--- config.mk ---
export PLATFORM = sky130hd
export DESIGN_NAME = bqr_peval
export DESIGN_NICKNAME = d
export VERILOG_FILES = /design/src/rtl/bqr_pkg.sv /design/src/rtl/bqr_peval.sv
export SDC_FILE = /design/constraint.sdc
export NUM_CORES = 2
export LEC_CHECK = 0
export BUFFER_PORTS_ARGS = -buffer_cell sky130_fd_sc_hd__buf_4
export CAP_MARGIN = 20
export CORE_MARGIN = 3
export CORE_UTILIZATION = 65
export CTS_CLUSTER_DIAMETER = 100
export DETAILED_ROUTE_END_ITERATION = 16
export HOLD_SLACK_MARGIN = 0.06
export PLACE_DENSITY = 0.95
export SLEW_MARGIN = 10
export SYNTH_ARGS = -nofsm -noshare
export SYNTH_HDL_FRONTEND = slang
export SYNTH_SLANG_ARGS = --single-unit
--- constraint.sdc ---
create_clock -name i_clk -period 16.7 [get_ports i_clk]
set_input_delay 0.835 -clock i_clk [delete_from_list [all_inputs] [get_ports i_clk]]
set_output_delay 0.835 -clock i_clk [all_outputs]
set_load 0.05 [all_outputs]
--- src/rtl/bqr_pkg.sv ---
// bisection quartic root: shared types and constants
// no dependencies
`default_nettype none
package bqr_pkg;
    localparam int FRAC_BITS_DEF = 16;
    localparam int unsigned TOL_ONE_SHIFT = 16;

    typedef enum logic [1:0] {
        ST_CONVERGED = 2'd0,
        ST_BAD_BRACKET = 2'd1,
        ST_CAP = 2'd2
    } t_status;

    typedef enum logic [2:0] {
        REG_COEF_X4 = 3'd0,
        REG_COEF_X3 = 3'd1,
        REG_COEF_X2 = 3'd2,
        REG_COEF_X1 = 3'd3,
        REG_COEF_X0 = 3'd4,
        REG_TOL = 3'd5,
        REG_MAXIT = 3'd6
    } t_reg_idx;

    typedef enum logic [3:0] {
        S_IDLE,
        S_EVL,
        S_EVR,
        S_CHECK,
        S_MID,
        S_EVM,
        S_TEST,
        S_UPDATE,
        S_OUT
    } t_state;

    typedef struct packed {
        logic start;
        logic [31:0] x;
    } t_peval_req;
endpackage
`default_nettype wire

--- src/rtl/bqr_peval.sv ---
// bisection quartic root: horner evaluator of the quartic on one shared multiplier
// depends on bqr_pkg; two 32x32 partial products and a combine per horner step
`default_nettype none
module bqr_peval #(
    parameter int FRAC_BITS = bqr_pkg::FRAC_BITS_DEF
) (
    input  wire logic                  i_clk,
    input  wire logic                  i_rst_n,
    input  wire bqr_pkg::t_peval_req   i_req,
    input  wire logic [31:0]           i_c4,
    input  wire logic [31:0]           i_c3,
    input  wire logic [31:0]           i_c2,
    input  wire logic [31:0]           i_c1,
    input  wire logic [31:0]           i_c0,
    output logic                       o_done,
    output logic signed [63:0]         o_val
);
    localparam logic [63:0] SAT_MAX = 64'h7FFF_FFFF_FFFF_FFFF;
    localparam logic [63:0] HI_LIM = SAT_MAX >> (32 - FRAC_BITS);

    // phase 0: low product, phase 1: high product, phase 2: combine and add
    logic        r_busy, n_busy;
    logic [1:0]  r_ph, n_ph;
    logic [1:0]  r_k, n_k;
    logic [63:0] r_ua, n_ua;
    logic [31:0] r_ux, n_ux;
    logic        r_neg, n_neg;
    logic [63:0] r_lo, n_lo;
    logic [63:0] r_hi, n_hi;
    logic signed [63:0] r_acc, n_acc;
    logic        r_done, n_done;
    logic        r_ux_neg_q;

    logic [31:0] w_ma;
    logic [63:0] w_prod;
    logic [63:0] w_r;
    logic signed [63:0] w_m;
    logic signed [63:0] w_c;
    logic signed [64:0] w_sum;
    logic signed [63:0] w_acc_new;
    logic        w_x_neg;

    assign w_ma = (r_ph == 2'd0) ? r_ua[31:0] : r_ua[63:32];
    assign w_prod = {32'd0, w_ma} * {32'd0, r_ux};

    always_comb begin
        case (r_k)
            2'd0: w_c = {{32{i_c3[31]}}, i_c3};
            2'd1: w_c = {{32{i_c2[31]}}, i_c2};
            2'd2: w_c = {{32{i_c1[31]}}, i_c1};
            default: w_c = {{32{i_c0[31]}}, i_c0};
        endcase
    end

    always_comb begin
        if (r_hi > HI_LIM) begin
            w_r = SAT_MAX;
        end else begin
            w_r = (r_hi << (32 - FRAC_BITS)) + (r_lo >> FRAC_BITS);
            if (w_r > SAT_MAX) w_r = SAT_MAX;
        end
        w_m = r_neg ? -$signed(w_r) : $signed(w_r);
        w_sum = {w_m[63], w_m} + {w_c[63], w_c};
        if (w_sum[64] != w_sum[63])
            w_acc_new = w_sum[64] ? {1'b1, 63'd0} : {1'b0, {63{1'b1}}};
        else
            w_acc_new = w_sum[63:0];
    end

    assign w_x_neg = i_req.x[31];

    always_comb begin
        n_busy = r_busy;
        n_ph = r_ph;
        n_k = r_k;
        n_ua = r_ua;
        n_ux = r_ux;
        n_neg = r_neg;
        n_lo = r_lo;
        n_hi = r_hi;
        n_acc = r_acc;
        n_done = 1'b0;
        if (i_req.start) begin
            n_busy = 1'b1;
            n_ph = 2'd0;
            n_k = 2'd0;
            n_acc = {{32{i_c4[31]}}, i_c4};
            n_ux = w_x_neg ? (32'd0 - i_req.x) : i_req.x;
            n_ua = i_c4[31] ? (64'd0 - {{32{i_c4[31]}}, i_c4}) : {32'd0, i_c4};
            n_neg = i_c4[31] ^ w_x_neg;
        end else if (r_busy) begin
            case (r_ph)
                2'd0: begin
                    n_lo = w_prod;
                    n_ph = 2'd1;
                end
                2'd1: begin
                    n_hi = w_prod;
                    n_ph = 2'd2;
                end
                default: begin
                    n_acc = w_acc_new;
                    n_ph = 2'd0;
                    n_ua = w_acc_new[63] ? (64'd0 - w_acc_new) : w_acc_new;
                    n_neg = w_acc_new[63] ^ r_ux_neg_q;
                    n_k = r_k + 2'd1;
                    if (r_k == 2'd3) begin
                        n_busy = 1'b0;
                        n_done = 1'b1;
                    end
                end
            endcase
        end
    end

    always_ff @(posedge i_clk) begin
        if (i_req.start) r_ux_neg_q <= w_x_neg;
    end

    always_ff @(posedge i_clk) begin
        if (!i_rst_n) begin
            r_busy <= 1'b0;
            r_done <= 1'b0;
            r_ph <= 2'd0;
            r_k <= 2'd0;
        end else begin
            r_busy <= n_busy;
            r_done <= n_done;
            r_ph <= n_ph;
            r_k <= n_k;
        end
        r_ua <= n_ua;
        r_ux <= n_ux;
        r_neg <= n_neg;
        r_lo <= n_lo;
        r_hi <= n_hi;
        r_acc <= n_acc;
    end

    assign o_done = r_done;
    assign o_val = r_acc;

    a_done_idle: assert property (@(posedge i_clk) disable iff (!i_rst_n)
        o_done |-> !r_busy) else $error("done while busy");
    a_phase_range: assert property (@(posedge i_clk) disable iff (!i_rst_n)
        r_busy |-> r_ph != 2'd3) else $error("bad phase");
    a_done_from_busy: assert property (@(posedge i_clk) disable iff (!i_rst_n)
        o_done |-> $past(r_busy)) else $error("done without work");
endmodule
`default_nettype wire

; ---- Yosys cells after proc, flatten, opt, wreduce, memory -nomap -nowiden
; Cells that the tools add are included.
[classes]
add_sub_neg = 7
mul = 1
n_lt_le_gt_ge = 2
n_eq_ne = 6
muxes = 25
bitwise = 6
n_reduce_logical = 10
[op_table]
columns = op, count
row1 = 64-bit 2-to-1 mux, 13
row2 = 64-bit case mux with 3 select lines, 1
row3 = 64-bit by 64-bit adder with 65-bit output, 1
row4 = 64-bit by 48-bit adder with 64-bit output, 1
row5 = "64-bit by 47-bit > comparator with 1-bit output, second input constant", 1
row6 = "64-bit by 63-bit > comparator with 1-bit output, second input constant", 1
row7 = 32-bit by 32-bit multiplier with 64-bit output, 1
row8 = 64-bit negator, 1
row9 = "1-bit by 64-bit subtractor with 64-bit output, first input constant", 1
row10 = "1-bit by 32-bit subtractor with 33-bit output, first input constant", 1
row11 = 32-bit 2-to-1 mux, 1
row12 = "1-bit by 32-bit subtractor with 32-bit output, first input constant", 1
row13 = 31-bit 2-to-1 mux, 1
row14 = 1-bit 2-to-1 mux, 8
row15 = 3-bit AND reduction, 2
row16 = 5-bit OR reduction, 1
row17 = "2-bit by 1-bit equality test with 1-bit output, second input constant", 2
row18 = "2-bit equality test, second input constant", 2
row19 = 2-bit zero test, 2
row20 = 1-bit NOT, 4
row21 = 2-bit case mux with 2 select lines, 1
row22 = 2-bit AND reduction, 2
row23 = 2-bit OR reduction, 2
row24 = "2-bit by 1-bit adder with 2-bit output, second input constant", 1
row25 = 4 further kinds, 5
[totals]
register_bits = 296
inputBits = 195
output_inout_bits = 65
word_cells = 69

; ---- Longest topological paths before layout
[depth]
word_depth = 14
ltp_mapped = 60
mapped_depth_nobuf = 47

; ---- Worst setup path before layout
; No wires, ideal clock.
[synth_path]
kind = flip-flop to flip-flop
from = register r_lo[33]
to = register r_ua[58] (data pin)
setup_ns = 0.266
arrival_ns = 13.083
t_required_ns = 16.434
slack_ns = 3.351
path_stages_with_launch = 60
n_path_buf = 12
synth_period_minus_slack_ns = 13.349
cell_sequence = edfxtp_1 > ha_1 > a21o_1 > a21o_1 > a2111oi_4 > nor4_2 > o2111ai_2 > a2111o_1 > a2111oi_0 > nand2b_1 > clkbuf_1 > clkbuf_1 > nor2_1 > ha_1 > nand2_1 > or3_1 > nor3_1 > nand2_1 > (+24 left out) > buf_1 > clkbuf_1 > clkbuf_1 > clkbuf_1 > nand2_1 > o21ai_0 > ha_1 > and3_1 > o211ai_1 > nor4_1 > and3_1 > nand3_1 > or4_1 > buf_2 > or4_4 > o31ai_2 > xor2_1 > nor2_1
[synth_via]
elab_chain_cells = 14
word_cells_on_any_way = 15
classes_between = add/sub: 4 / order compare: 1 / eq/ne: 1 / mux: 9
[synth_rtl]
columns = item, line_no
row1 = from (decl), bqr_peval.sv:28  ; logic [63:0] r_lo, n_lo;
row2 = from (signal assigned), bqr_peval.sv:135  ; r_lo <= n_lo;
row3 = 64-bit by 48-bit adder with 64-bit output (*), bqr_peval.sv:59  ; w_r = (r_hi << (32 - FRAC_BITS)) + (r_lo >> FRAC_BITS);
row4 = 64-bit by 63-bit > comparator with 1-bit output, bqr_peval.sv:60  ; if (w_r > SAT_MAX) w_r = SAT_MAX;
row5 = 64-bit 2-to-1 mux (*), bqr_peval.sv:60
row6 = 64-bit 2-to-1 mux (*), bqr_peval.sv:56  ; if (r_hi > HI_LIM) begin
row7 = 64-bit negator, bqr_peval.sv:62  ; w_m = r_neg ? -$signed(w_r) : $signed(w_r);
row8 = 64-bit 2-to-1 mux (*), bqr_peval.sv:62
row9 = 64-bit by 64-bit adder with 65-bit output (*), bqr_peval.sv:63  ; w_sum = {w_m[63], w_m} + {w_c[63], w_c};
row10 = 64-bit 2-to-1 mux / 1-bit inequality test (equally long branches), "bqr_peval.sv:65, bqr_peval.sv:64"
row11 = 64-bit 2-to-1 mux (*), bqr_peval.sv:64  ; if (w_sum[64] != w_sum[63])
row12 = 1-bit by 64-bit subtractor with 64-bit output, bqr_peval.sv:104  ; n_ua = w_acc_new[63] ? (64'd0 - w_acc_new) : w_acc_new;
row13 = 64-bit 2-to-1 mux (*), bqr_peval.sv:104
row14 = 64-bit 2-to-1 mux (*), bqr_peval.sv:92  ; case (r_ph)
row15 = 64-bit 2-to-1 mux (*), bqr_peval.sv:91  ; end else if (r_busy) begin
row16 = 64-bit 2-to-1 mux (*), bqr_peval.sv:83  ; if (i_req.start) begin
row17 = net n_ua[58], bqr_peval.sv:25  ; logic [63:0] r_ua, n_ua;
row18 = to (signal assigned), bqr_peval.sv:132  ; r_ua <= n_ua;
row19 = to (decl), bqr_peval.sv:25
; The timed path passes the listed nets; every way through them passes the cells marked *. The select of a mux whose other input is x is not followed.
; A chain may end at the register's enable or synchronous reset.

; ---- Worst setup path after layout
[layout_path]
from = register r_lo[33]
to = register r_ua[62] (data pin)
; The elaborated chain is that of the path after synthesis.

==> flow_metrics.env <==
export IMPL_hp_class="in2reg"
export IMPL_grt_total_usage_pct=41.2
export IMPL_drv_cap=0
export IMPL_ys_seq_area_share_pct=15.0
export IMPL_worstPathArrival_ns=13.85
export IMPL_grt_max_degree=72
export IMPL_post_synth_top_area_cell="fa_1"
export IMPL_synth_nets=7793
export IMPL_maxSlewHeadroom_pct=14.6
export IMPL_grt_use_met2_pct=64.8
export IMPL_vias=48565
export IMPL_r2r_cells=47
export IMPL_critPathMaxStageDelay_ns=0.77
export IMPL_hpwl_mm=141
export IMPL_ys_ff_latch=279
export IMPL_path_buf_inv=3
export IMPL_io_buffers=259
export IMPL_holdPathStages=1
export IMPL_num_io_pins=260
export IMPL_gp_congestion=1.04
export IMPL_gr_total_overflow=0
export IMPL_rsz0062_at_grt="no"
export IMPL_synth_ff_type="edfxtp_1"
export IMPL_cp_slowest_cell="or4_1"
export IMPL_drt_iter0_drc=6268
export IMPL_cts_sinks=279
export IMPL_post_route_cells_drive_above_1_share_pct=8.14
export IMPL_area_growth_pct=7.03
export IMPL_antenna_left=0
export IMPL_synth_edf_count=273
export IMPL_wirelength_mm=183
export IMPL_yosysWarnings=0
export IMPL_synthArstFlopShare_pct=0
export IMPL_clk_latency_ns=0.57
export IMPL_syn_area_per_cell_um2=8.73
export IMPL_core_mm2=0.0840
export IMPL_fillers=5795
export IMPL_die_w_um=298
export IMPL_use_met3_pct=9.66
export IMPL_synth_top_cell_area_share_pct=32.5
export IMPL_slew_violations=0
export IMPL_netlist_instances=6331
export IMPL_finClkSkew_ns=0.0367
export IMPL_dieArea_mm2=0.0886
export IMPL_num_rows=106
export IMPL_post_cts_resized=0
export IMPL_root_buffer="clkbuf_16"
export IMPL_wl_per_cell_um=24.3
export IMPL_grt_pass1_vias=51399
export IMPL_grt_pass1_wl_mm=284
export IMPL_clk_path_buf_depth=3
export IMPL_synthTopCellsByArea="fa_1, edfxtp_1, ha_1"
export IMPL_start_util_pct=65.8
export IMPL_fin_crit_ns=13.57
export IMPL_antenna_found_initial=6
export IMPL_cp_required_ns=16.98
export IMPL_path_max_fanout=59
export IMPL_setup_tns_ns=0
export IMPL_crit_type="reg2reg"
export IMPL_fin_nets=7821
export IMPL_synth_area_mm2=0.0553
export IMPL_dr_pass1_iters=12
export IMPL_clk_pin_slew_ns=0.06
export IMPL_cts_max_level=2
export IMPL_tightest_slew_ns=1.27
export IMPL_numCtsBuffers=35
export IMPL_min_period_over_period_pct=81.2
export IMPL_synth_distinct_cells=96
export IMPL_cts_tree="done"
export IMPL_status="complete, no violations"
export IMPL_critPathCaptureType="flop"
export IMPL_drc=0
export IMPL_postCtsHoldBufs=0
export IMPL_grt_busiest_layer="met2"
export IMPL_cts_setup_buffers=0
export IMPL_vias_per_cell=6.46
export IMPL_hold_violations=0
export IMPL_path_depth=47
export IMPL_fmax_ghz=0.0737
export IMPL_fp_dieH_um=298
export IMPL_cp_top_family="simple AND/OR/NAND/NOR gates"
export IMPL_grt_use_met1_pct=50.4
export IMPL_final_setup_viol_count=0
export IMPL_worstSetupStartpointType="flop"
-- stage by stage --
step                      std cells  hold WS (ns)  utilization (%)  cell area [um2]  worst slack, ns
after detailed placement       7454         0.493             69.1            58000             3.49
after global placement         7453         0.483             69.0            58000             3.82
after floorplan                6331         0.469                -            55300             3.35
final                          7523         0.490             70.5            59200             3.13
after CTS                      7517         0.479             70.4            59100             3.44
after global routing           7519         0.490             70.5            59200             2.23
-- cell usage after synthesis (8+ instances only) --
cell type and instances:
nor2_1 283, xnor2_1 171, nor3b_1 8, o31a_1 10
a222oi_1 32, o21a_1 26, buf_2 9, a211oi_1 22
mux2i_1 18, and2_1 315, ha_1 369, mux2_2 56
nor4_1 23, nor2b_1 25, a31oi_1 40, o21ai_0 184
nand2_1 1052, o2111ai_1 11, o21bai_1 27, o211ai_1 21
nand4_1 51, or2_2 15, a21oi_1 274, nand2b_1 24
o41ai_1 15, a2111oi_0 10, and4_1 8, a21o_1 102
xor2_1 102, o311ai_0 17, edfxtp_1 273, and3_1 39
fa_1 898, nand3_1 60, or4_1 13, or3_1 45
nor3_1 79, clkbuf_1 335, o21ai_1 20, inv_1 1068
o31ai_1 37, a41oi_1 9
-- metal layers --
layer,share of wire (%),vias up
met2,45,3830
met3,12,1111
met4,8.3,8
met5,0.094,-
li1,-,20365
met1,34,23251
-- cells in the final DEF (no fill, tap or decap), types with 36 or more instances in the layout --
| master | synthesis | final |
|---|---|---|
| ha_1 | 369 | 368 |
| or3_1 | 45 | 45 |
| clkbuf_16 | 0 | 37 |
| a31oi_1 | 40 | 40 |
| and3_1 | 39 | 38 |
| nand3_1 | 60 | 60 |
| and2_1 | 315 | 315 |
| nand4_1 | 51 | 51 |
| mux2_2 | 56 | 56 |
| edfxtp_1 | 273 | 273 |
| o31ai_1 | 37 | 36 |
| nor3_1 | 79 | 79 |
| xnor2_1 | 171 | 171 |
| buf_4 | 1 | 341 |
| inv_1 | 1068 | 1066 |
| xor2_1 | 102 | 102 |
| nand2_1 | 1052 | 1051 |
| fa_1 | 898 | 898 |
| a21oi_1 | 274 | 273 |
| o21ai_0 | 184 | 184 |
| a21o_1 | 102 | 102 |
| nor2_1 | 283 | 278 |
-- state kept, by name (all words and copies together) (netlist names) --
signal / flops
o_done: 1
o_val: 63
r_busy: 1
r_hi: 64
r_k: 2
r_lo: 48
r_neg: 1
r_ph: 2
r_ua: 64
r_ux: 32
r_ux_neg_q: 1
-- worst register-to-register path, delay by kind of cell, from the launching register on --
| family | cells | cell delay, ns |
|---|---|---|
| and+or+nand+nor | 18 | 5.64 |
| adders and majority gates | 4 | 1.40 |
| AOI/OAI and AO/OA | 18 | 4.36 |
| xor gates and xnor gates | 3 | 0.40 |
| buffers and inverters | 3 | 0.85 |
| muxes | 1 | 0.21 |
| DFF | 1 | 0.42 |
-- kinds of logic (layout without fill, tap and decap cells) --
kind of cell               after synthesis  in the layout  synth area share, %
other                                    0              4                    0
muxes                                   74             74                 1.47
xor gates and xnor gates               273            273                 4.33
and+or+nand+nor                       2069           2069                 17.4
AOI/OAI and AO/OA                      946            946                 11.2
DFF                                    279            279                 15.0
adders and majority gates             1267           1267                 40.9
buffers and inverters                 1423           1477                 9.69
-- area by class of cell --
class	count	area [um2]	share of cell area, %
repair buffers	343	2580	4.36
inverters	1071	4020	6.80
multi-input cells	4629	41700	70.4
diodes	4	10.0	0.0169
clock inverters	23	223	0.376
clock buffers	40	937	1.58
flip-flops and latches	279	8320	14.1
well taps	1134	1420	2.40
-- final timing paths --
path / from / endpoint / slack, ns
setup / recovery: r_lo[33] / r_ua[62] / 3.13
hold / removal: i_req[0] / r_ux[0] / 0.49
setup reg to reg: r_lo[33] / r_ua[62] / 3.13
hold reg to reg: r_k[1] / r_k[1] / 0.50
Power is not shown: default switching activity piles up to over one toggle a cycle in this logic, so the estimate is an artifact.
